--- src/hdl/full_search_block_match_unit_assert.svh ---
// assertion macros for the full search block match unit
`ifndef FULL_SEARCH_BLOCK_MATCH_UNIT_ASSERT_SVH
`define FULL_SEARCH_BLOCK_MATCH_UNIT_ASSERT_SVH

`ifndef SYNTHESIS

// same-cycle implication, disabled during reset
`define FSBM_ASSERT_IMP(lbl, clk, rst_n, ante, cons) \
    lbl: assert property (@(posedge clk) disable iff (!rst_n) (ante) |-> (cons)) \
        else $error("assertion failed");

// next-cycle implication, disabled during reset
`define FSBM_ASSERT_NEXT(lbl, clk, rst_n, ante, cons) \
    lbl: assert property (@(posedge clk) disable iff (!rst_n) (ante) |=> (cons)) \
        else $error("assertion failed");

`else

`define FSBM_ASSERT_IMP(lbl, clk, rst_n, ante, cons)
`define FSBM_ASSERT_NEXT(lbl, clk, rst_n, ante, cons)

`endif

`endif

--- src/hdl/fsbm_pkg.sv ---
// shared constants, codes and types of the full search block match unit
`default_nettype none

package fsbm_pkg;

    localparam int DEF_FRAME_WIDTH  = 640;
    localparam int DEF_FRAME_HEIGHT = 360;
    localparam int DEF_BLOCK_SIZE   = 8;

    localparam int INITIAL_BEST = 16500;

    localparam int PIXEL_W     = 8;
    localparam int PIXEL_MAX   = (1 << PIXEL_W) - 1;
    localparam int CMD_W       = 2;
    localparam int PIXEL_ROW_W = 9;
    localparam int PIXEL_COL_W = 10;
    localparam int BLOCK_ROW_W = 6;
    localparam int BLOCK_COL_W = 7;
    localparam int MATCH_ROW_W = 9;
    localparam int MATCH_COL_W = 10;
    localparam int BLOCK_NUM_W = 12;

    localparam logic [CMD_W-1:0] CMD_WR_REF = 2'd0;
    localparam logic [CMD_W-1:0] CMD_WR_CUR = 2'd1;
    localparam logic [CMD_W-1:0] CMD_SEARCH = 2'd2;

    function automatic int clog2_min1(input int x);
        return (x > 1) ? $clog2(x) : 1;
    endfunction

    typedef struct packed {
        logic load;
        logic wr_commit;
        logic scan_issue;
        logic out_load;
    } t_fsbm_cmd;

    typedef struct packed {
        logic wr_go;
        logic srch_go;
        logic scan_last;
        logic pipe_busy;
        logic out_free;
    } t_fsbm_status;

endpackage

`default_nettype wire

--- src/hdl/fsbm_ctrl.sv ---
// sequencer for pixel writes and block searches
`default_nettype none

`include "full_search_block_match_unit_assert.svh"

module fsbm_ctrl (
    input  wire logic                   i_clk,
    input  wire logic                   i_rst_n,
    input  wire logic                   i_valid,
    output logic                        o_ready,
    input  wire fsbm_pkg::t_fsbm_status i_status,
    output fsbm_pkg::t_fsbm_cmd         o_cmd
);

    localparam logic [1:0] ST_IDLE  = 2'd0;
    localparam logic [1:0] ST_WRITE = 2'd1;
    localparam logic [1:0] ST_SCAN  = 2'd2;
    localparam logic [1:0] ST_DRAIN = 2'd3;

    logic [1:0] r_state;
    logic [1:0] n_state;

    always_ff @(posedge i_clk) begin
        if (!i_rst_n) begin
            r_state <= ST_IDLE;
        end else begin
            r_state <= n_state;
        end
    end

    assign o_ready = (r_state == ST_IDLE);

    always_comb begin
        n_state = r_state;
        o_cmd   = '0;
        unique case (r_state)
            ST_IDLE: begin
                if (i_valid) begin
                    o_cmd.load = 1'b1;
                    if (i_status.wr_go) begin
                        n_state = ST_WRITE;
                    end else if (i_status.srch_go) begin
                        n_state = ST_SCAN;
                    end
                end
            end
            ST_WRITE: begin
                o_cmd.wr_commit = 1'b1;
                n_state         = ST_IDLE;
            end
            ST_SCAN: begin
                o_cmd.scan_issue = 1'b1;
                if (i_status.scan_last) begin
                    n_state = ST_DRAIN;
                end
            end
            ST_DRAIN: begin
                if (!i_status.pipe_busy && i_status.out_free) begin
                    o_cmd.out_load = 1'b1;
                    n_state        = ST_IDLE;
                end
            end
        endcase
    end

    `FSBM_ASSERT_IMP(a_cmd_exclusive, i_clk, i_rst_n, 1'b1,
        $onehot0({o_cmd.load, o_cmd.wr_commit, o_cmd.scan_issue, o_cmd.out_load}))
    `FSBM_ASSERT_NEXT(a_scan_stops, i_clk, i_rst_n,
        o_cmd.scan_issue && i_status.scan_last, !o_cmd.scan_issue)
    `FSBM_ASSERT_NEXT(a_search_starts, i_clk, i_rst_n,
        o_cmd.load && i_status.srch_go, o_cmd.scan_issue && !o_ready)

endmodule

`default_nettype wire

--- config.mk ---
export PLATFORM = sky130hd
export DESIGN_NAME = fsbm_ctrl
export DESIGN_NICKNAME = d
export VERILOG_FILES = /design/src/hdl/fsbm_pkg.sv /design/src/hdl/fsbm_ctrl.sv
export VERILOG_INCLUDE_DIRS = /design/src /design/src/hdl
export SDC_FILE = /design/constraint.sdc
export NUM_CORES = 1
export LEC_CHECK = 0
export BUFFER_PORTS_ARGS = -buffer_cell sky130_fd_sc_hd__buf_2
export CORE_AREA = 2 2 39 41
export CTS_CLUSTER_DIAMETER = 60
export DETAILED_ROUTE_END_ITERATION = 10
export DIE_AREA = 0 0 41 43
export MAX_ROUTING_LAYER = met4
export PLACE_DENSITY = 0.32
export SLEW_MARGIN = 20
export SYNTH_ARGS = -nofsm -noshare
export SYNTH_HDL_FRONTEND = slang
export SYNTH_SLANG_ARGS = --single-unit
export TNS_END_PERCENT = 5
--- constraint.sdc ---
create_clock -name i_clk -period 0.8 [get_ports i_clk]
set_clock_uncertainty 0.05 [all_clocks]
set_input_delay 0.12 -clock i_clk [delete_from_list [all_inputs] [get_ports i_clk]]
set_output_delay 0.12 -clock i_clk [all_outputs]
set_load 0.005 [all_outputs]
# [After elaboration in Yosys (flattened, before gate mapping)]
# Index checks and enable logic that the tools add are counted.
[classes] n_eq_ne=7 mux=12 n_reduce_logical=4
[op_table] operator="$mux W2" n=5
[op_table] operator="$pmux W2 S4" n=1
[op_table] operator="$mux W1" n=6
[op_table] operator="$ne A2 B2 Y1 const B" n=3
[op_table] operator="$eq A2 B2 Y1 const B" n=2
[op_table] operator="$reduce_and A4 Y1" n=1
[op_table] operator="$ne A3 B1 Y1 const B" n=1
[op_table] operator="$eq A2 B1 Y1 const B" n=1
[op_table] operator="$logic_not A2 Y1" n=1
[op_table] operator="$logic_and A1 B1 Y1" n=1
[op_table] operator="$logic_not A1 Y1" n=1
[word_totals] regBits=2 inputBits=8 elab_cells=24

# [Longest topological paths before layout]
# Gate-level depths: netlist (run 1).
[depth] word_depth=4 mapped_depth=2

# [Least setup slack after synthesis (run 1)]
# No wires, ideal clock.
[synth_path] kind="register to output" startpoint="register r_state[0]" endpoint="output o_cmd[0] (netlist bit)" arrival_ns=0.683 t_required_ns=0.630 slack_ns=-0.053 path_stages_with_launch=3 path_cell_list="dfxtp_1 and3b_1 and2_1"
[synth_rtl] element="start, declared" line="fsbm_ctrl.sv:20" text="logic [1:0] r_state;"
[synth_rtl] element="start signal, assigned" line="fsbm_ctrl.sv:27" text="r_state <= n_state;"
[synth_rtl] element="end, declared" line="fsbm_ctrl.sv:12" text="output fsbm_pkg::t_fsbm_cmd o_cmd"

==> results of run 1 <==
==> per-stage QoR <==
stage	utilization	power [mW]	instances	area, um2	TNS [ns]
final	0.191	0.423	49	264	-1.61
after global routing	0.191	0.459	49	264	-1.97
after CTS	0.188	0.436	49	260	-1.74
after detailed placement	0.162	0.188	45	224	-0.410
after global placement	0.162	0.186	45	224	-0.377
after floorplan	-	0.139	14	121	-0.0302
==> worst max-delay path, delay by kind of cell (launching register included) <==
| family | cells | cell delay (ns) |
|---|---|---|
| flops | 1 | 0.32 |
| buf+inv | 1 | 0.12 |
| simple gates | 2 | 0.32 |
==> synthesized netlist by cell type (all sizes together) <==
master and count:
nand2 1, dfxtp 2, and3b 1, nor2 1
and3 1, and2 2, o2bb2ai 1, o22ai 1
nor2b 1, and2b 1, nand4b 1, o211ai 1
==> final cells by class <==
cell class | instances | area (um2)
Timing Repair Buffer | 16 | 90.1
Fill cell | 158 | 1120
Sequential cell | 2 | 42.5
Tap cell | 16 | 20.0
Clock buffer | 3 | 22.5
Multi-Input combinational cell | 12 | 88.8
==> final timing paths <==
kind                                   end
worst min register to register  r_state[1]
worst max-delay path              o_cmd[0]
worst max register to register  r_state[0]
worst min-delay path            r_state[0]
==> power breakdown <==
group / leakage, nW / switching, mW / internal (mW)
sequential: 0.0172 / 0.00754 / 0.108
clock: 0.0138 / 0.0600 / 0.166
combinational: 0.110 / 0.0306 / 0.0508
total: 0.141 / 0.0981 / 0.325
==> logic make-up after synthesis <==
group	Yosys count
AND/OR/NAND/NOR	9
AO/OA/AOI/OAI	3
flip-flops	2
==> timing repair <==
item	CTS	global route
pin swaps	1	0
setup endpoints to repair	7	7
gates resized for setup	1	2
buffers inserted	1	0
==> metal layers <==
layer	track usage	part of all wire	wire length (um)
met5	-	0	0
met1	0.0637	0.46	195
met3	0.0471	0.15	65
met4	0.0600	0.019	8
met2	0.0844	0.36	155
==> layout by cell type, fill, tap and decap left out <==
master,n
and2_1,2
and2b_1,1
and3_1,1
and3b_1,1
buf_2,12
buf_4,4
clkbuf_4,3
dfxtp_2,2
nand2_1,1
nand4b_1,1
nor2_2,1
nor2b_1,1
o211ai_1,1
o22ai_2,1
o2bb2ai_1,1
==> impl_metrics.ini, run 1 <==
[status]
outcome = complete, but fails checks
failed_checks = setup timing

[die]
fp.dieW_um = 41
io_pins = 13
core.rowCount = 14
core_um2 = 1380
die_y_um = 43
initial_core_util = 0.0868
die-area_um2 = 1760

[layout]
reg_top3 = r_state x2
nets = 43
syn2layout_area_growth_pct = 120
drive_gt1_frac = 0.697
top_register = r_state
antenna_cells = 0
largest_reg_flops = 2

[placed_design]
io_buffers = 12
post-place-ws_ns = -0.126
finalWeightedCongestion = 0.604

[global_routing]
grt_pass1_vias = 186
grtUsageTotal = 0.0667
grt_pass1_wl_um = 696
grt_antenna_before_repair = 0
grt_max_degree = 6
grt.overflow.total = 0

[power]
power_density_nw_per_um2 = 1600
max-vdd-ir-drop_mv = 0.316
p_leak_nw = 0.141

[detailed_routing]
drt_iter0_markers = 3
routed_wl_um = 425
antenna_left = 0
drc = 0
vias = 180
dr.pass1.iters = 2
drt-vias-per-instance = 3.67
wire_per_inst_um = 8.67

[clock_tree]
clk_path_buf_depth = 2
clock_sinks = 2
clock_tree.root_cell = clkbuf_4
htree_levels = 1
ctsHoldBuffers = 0
cts_tree = built
path_clk_slew_ns = 0.03
worstSkewPairLatency_ns = 0.22
numCtsBuffers = 3

[logic_synthesis]
netlist_instances = 14
synthMuxAreaShare = 0
synth_warnings = 0
synth_cell_types = 12
syn_area_per_cell_um2 = 8.58
syn_area_um2 = 120
synthSimpleGateAreaFrac = 0.479
synthAdderAreaFrac = 0
synth_top_family_by_area = simple AND/OR/NAND/NOR gates
syn_nets = 22
synth_xor_area_frac = 0
synth_top_area_frac = 0.333
synth_compound_area_frac = 0.188
yosysSeqAreaShare = 0.333
ys_ff_latch = 2
ys_top_cells_by_area = dfxtp_1 33%, and2_1 10%, and3b_1 7.3%
synth_top_cell_by_area = dfxtp_1

[worst_hold_path]
hold_depth = 3
holdCritPathClass = input pin to register
hold_start = i_status[2]

[timing]
whs_ns = 0.166
drv_slew = 0
hold_viol_final = 0
tightestPinTransition_ns = 0.146
relSlewSlack = 0.902
fmax_ghz = 0.866
setup_viol = 7
setup_ws_ns = -0.354
rsz0062_at_grt = true
finalCritPeriodShare = 1.44
period_needed_ns = 1.15

[critical_path]
reg2reg_slack_ns = -0.08
critPathSlowestCell = dfxtp_2
crit_required_ns = 0.63
r2r_start = r_state[0]
cp_max_fo = 4
cpPeakStageDelay_ns = 0.32
ff2ff_path_depth = 3
start_kind = register
cp-startpoint = r_state[0]
path_class = register to output port
end_kind = output port
arrival_ns = 0.98
worstPathCellList = and3b_1, and2_1, buf_2

[flow_run]
maxCapViolations = 0
Note: power is estimated with default switching activity, not from simulation.
==> inputs of run 2 (changes only) <==
Settings changed: CAP_MARGIN set to 5, CORE_AREA 2 2 39 41 to 5 5 42 44, DIE_AREA 0 0 41 43 to 0 0 47 49.
==> run 2 against run 1 <==
- the run still ends with setup timing left
- clock power decreased by 2%
- sequential power about the same
- register-to-register slack got worse by 0.13 ns
- combinational power increased by 2.9%
- critical endpoint unchanged
==> impl_metrics.ini, run 2 (synthesis results as in run 1) <==
[flow_run]
maxCapViolations = 0

[timing]
hold_viol_final = 0
relSlewSlack = 0.904
whs_ns = 0.159
tightestPinTransition_ns = 0.143
period_needed_ns = 1.17
fmax_ghz = 0.855
setup_viol = 7
finalCritPeriodShare = 1.46
setup_ws_ns = -0.370
rsz0062_at_grt = true
drv_slew = 0

[critical_path]
critPathSlowestCell = dfxtp_4
path_delay_family = flip-flops
path_class = register to output port
arrival_ns = 1.00
start_kind = register
cpPeakStageDelay_ns = 0.34
cp.buffers_inverters = 1
crit_required_ns = 0.63
cp_max_fo = 5
worstPathCellList = and3b_1, and2_1, buf_2
end_kind = output port

[detailed_routing]
routed_wl_um = 464
vias = 180
drt-vias-per-instance = 3.67
dr.pass1.iters = 2
drc = 0
drt_iter0_markers = 2
antenna_left = 0
wire_per_inst_um = 9.47

[global_routing]
grt_antenna_before_repair = 0
grt_max_degree = 6
use_met1 = 0.0566
grt.overflow.total = 0
use_met3 = 0.0443
grtUsageTotal = 0.0526
grt-busiest-layer = met2
grt_pass1_vias = 200
met2_usage = 0.0588
grt_pass1_wl_um = 772

[layout]
reg_top3 = r_state x2
syn2layout_area_growth_pct = 128
antenna_cells = 0
largest_reg_flops = 2
nets = 43
drive_gt1_frac = 0.697
top_register = r_state
final_common_cell = buf_2
final_cell_mix = 12 x buf_2, 3 x clkbuf_4, 2 x and2_1, 2 x buf_6, 2 x buf_4
final_area_um2 = 274

[placed_design]
io_buffers = 12
finalWeightedCongestion = 0.660
placed_area_um2 = 224

[power]
p_leak_nw = 0.143
power_density_nw_per_um2 = 1530
max-vdd-ir-drop_mv = 0.520

[clock_tree]
cts_tree = built
clk_path_buf_depth = 2
path_clk_slew_ns = 0.03
htree_levels = 1
clock_tree.root_cell = clkbuf_4
numCtsBuffers = 3
clock_sinks = 2
worstSkewPairLatency_ns = 0.22

[die]
die_y_um = 49
core.rowCount = 14
io_pins = 13
die-area_um2 = 2300
initial_core_util = 0.0857
fp.dieW_um = 47
core_um2 = 1400

[worst_hold_path]
holdCritPathClass = input pin to register

[status]
outcome = complete, but fails checks
failed_checks = setup timing
## run 2: cell counts in the layout (fill, tap and decap cells not counted)
No cell type changed its count.
## run 2: report_power, final
part	switching [mW]	internal, mW	leakage [nW]
Combinational	0.0327	0.0511	0.111
Clock	0.0569	0.165	0.0138
Sequential	0.00652	0.107	0.0175
## run 2: layout make-up
class	count	area (um2)
fillers	169	1130
repair buffers	16	97.6
multi-input cells	12	88.8
well taps	16	20.0
clock buffers	3	22.5
flip-flops and latches	2	45.0
## run 2: path summary, 6_finish.rpt
path | depth (start not counted) | slack (ns) | from | endpoint
setup / recovery | 3 | -0.37 | r_state[0] | o_cmd[0]
hold / removal | 3 | 0.16 | i_status[3] | r_state[1]
setup reg to reg | 4 | -0.21 | r_state[0] | r_state[0]
hold reg to reg | 2 | 0.48 | r_state[1] | r_state[0]
## run 2: worst register-to-register path, stage by stage (launching register included)
cell and delay, ns:
dfxtp_4 0.34, and3b_1 0.18, buf_4 0.13, buf_6 0.11
o2bb2ai_1 0.11
## run 2: timing repair
item                                    in CTS  in global routing
resized for setup                            1                  5
buffers inserted                             0                  1
hold buffers                                 0                  0
pin swaps                                    1                  2
endpoints found under the setup margin       7                  7
## run 2: layer usage
| metal | share of wire | vias up |
|---|---|---|
| li1 | - | 90 |
| met1 | 0.44 | 77 |
| met2 | 0.41 | 13 |
| met3 | 0.15 | 0 |
| met4 | 0 | 0 |
| met5 | 0 | - |
## run 2: stage by stage
step	total power [mW]	setup slack, ns	utilization	std cells	setup TNS [ns]
4_1_cts	0.431	-0.369	0.179	48	-1.72
6_report	0.419	-0.370	0.196	49	-1.84
5_1_grt	0.453	-0.414	0.196	49	-2.17
3_5_place_dp	0.191	-0.118	0.160	45	-0.511
2_1_floorplan	0.139	-0.0155	-	14	-0.0302
3_3_place_gp	0.189	-0.122	0.160	45	-0.473
==> inputs of run 3 (changes only) <==
Settings changed: TNS_END_PERCENT 5 to 100.
==> run 3 against run 2 <==
- the run still ends with setup timing left
- flip-flop and latch count is the same
- clock power is essentially flat
- critical path depth is the same
- final area grew 5.0%
- combinational power grew 8.9%
- final cell count grew 2.0%
- first-iteration DRC count is the same
- die area is the same
- utilization grew 0.98 points
- power grew 1.9%
==> impl_metrics.ini, run 3 (synthesis results as in run 1) <==
[status]
outcome = complete, but fails checks
failed_checks = setup timing

[detailed_routing]
met2_wirelength_um = 192
drt-met1-wl_um = 205
antenna_left = 0
wl_met3_um = 75
wire_per_inst_um = 9.46
drc = 0
drt_iter0_markers = 2
dr.pass1.iters = 2
vias = 186
highest_layer = met3
drt-vias-per-instance = 3.72
routed_wl_um = 473

[timing]
tightestPinTransition_ns = 0.195
fin_setup_tns_ns = -1.87
hold_viol_final = 0
fmax_ghz = 0.855
setup_ws_ns = -0.369
finalCritPeriodShare = 1.46
drv_slew = 0
rsz0062_at_grt = true
period_needed_ns = 1.17
setup_viol = 7
relSlewSlack = 0.869

[placed_design]
placed_area_um2 = 224
finalWeightedCongestion = 0.660
placed_cells = 45
io_buffers = 12
post-place-ws_ns = -0.118

[critical_path]
reg2reg_slack_ns = -0.21
cp.buffers_inverters = 1
ff2ff_path_depth = 4
start_kind = register
arrival_ns = 1.00
worstPathCellList = and3b_1, and2_1, buf_2
cpPeakStageDelay_ns = 0.34
end_kind = output port
cp_max_fo = 5
path_class = register to output port
critPathSlowestCell = dfxtp_4
r2r_end = r_state[1]
crit_required_ns = 0.63
r2r_start = r_state[0]
path_delay_family = flip-flops

[global_routing]
grt_pass1_wl_um = 786
grt_pass1_vias = 198
grtUsageTotal = 0.0533
grt.overflow.total = 0
grt_antenna_before_repair = 0
grt_max_degree = 6

[layout]
fin_cells = 50
final_common_cell = buf_2
final_area_um2 = 288
reg_top3 = r_state x2
final_cell_mix = 12 x buf_2, 3 x clkbuf_4, 3 x buf_4
largest_reg_flops = 2
top_register = r_state
drive_gt1_frac = 0.735
syn2layout_area_growth_pct = 140
antenna_cells = 0
nets = 44

[die]
die_y_um = 49
die-area_um2 = 2300
initial_core_util = 0.0857
fp.dieW_um = 47
io_pins = 13
core_um2 = 1400
core.rowCount = 14

[clock_tree]
htree_levels = 1
ctsHoldBuffers = 0
cts_tree = built
clock_sinks = 2
clock_tree.root_cell = clkbuf_4
numCtsBuffers = 3
worstSkewPairLatency_ns = 0.22
clk_path_buf_depth = 2
path_clk_slew_ns = 0.03

[worst_hold_path]
hold_depth = 3
hold_start = i_status[3]
holdCritPathClass = input pin to register
min_to = r_state[1]

[power]
max-vdd-ir-drop_mv = 0.525
power_density_nw_per_um2 = 1480
p_leak_nw = 0.150
finalPower_mw = 0.427

[flow_run]
maxCapViolations = 0
[run 3: cell type report]
cell class	instances	area, um2
clock buffer	3	22.5
fill	169	1110
multi-input combinational	12	95.1
sequential	2	45.0
tap	16	20.0
timing repair buffer	17	105
[run 3: how the worst max path moves through the flow]
stage	end	from	slack, ns	cells after the start
floorplan	o_cmd[3]	r_state[0]	-0.02	2
global placement	o_cmd[0]	r_state[0]	-0.12	3
detailed placement	o_cmd[0]	r_state[0]	-0.12	3
CTS	o_cmd[3]	r_state[0]	-0.37	3
global route	o_cmd[0]	r_state[0]	-0.41	3
finish	o_cmd[0]	r_state[0]	-0.37	3
[run 3: through the flow]
| stage | util | hold slack, ns |
|---|---|---|
| finish | 0.205 | 0.159 |
| global route | 0.205 | 0.150 |
| CTS | 0.185 | 0.144 |
| global placement | 0.160 | 0.374 |
| floorplan | - | 0.228 |
| detailed placement | 0.160 | 0.381 |
[run 3: repair_timing]
item | CTS | global route
endpoints found under the setup margin | 7 | 7
gates resized for setup | 2 | 5
setup buffers | 1 | 1
pin swaps | 1 | 2
[run 3: report_power, final]
part | total [mW] | switching (mW) | internal, mW
clock network | 0.223 | 0.0574 | 0.165
logic | 0.0913 | 0.0354 | 0.0559
registers | 0.113 | 0.00646 | 0.107
total | 0.427 | 0.0993 | 0.328
[run 3: routing by layer]
metal  vias up  GRT usage
met2        13     0.0588
met5         -          -
met1        80     0.0588
li1         93          -
met4         0     0.0415
met3         0     0.0443
[run 3: worst register-to-register path, stage by stage, from the launching register on]
cell and delay, ns:
dfxtp_4 0.34, and3b_1 0.18, buf_4 0.13, buf_6 0.11, o22ai_2 0.12
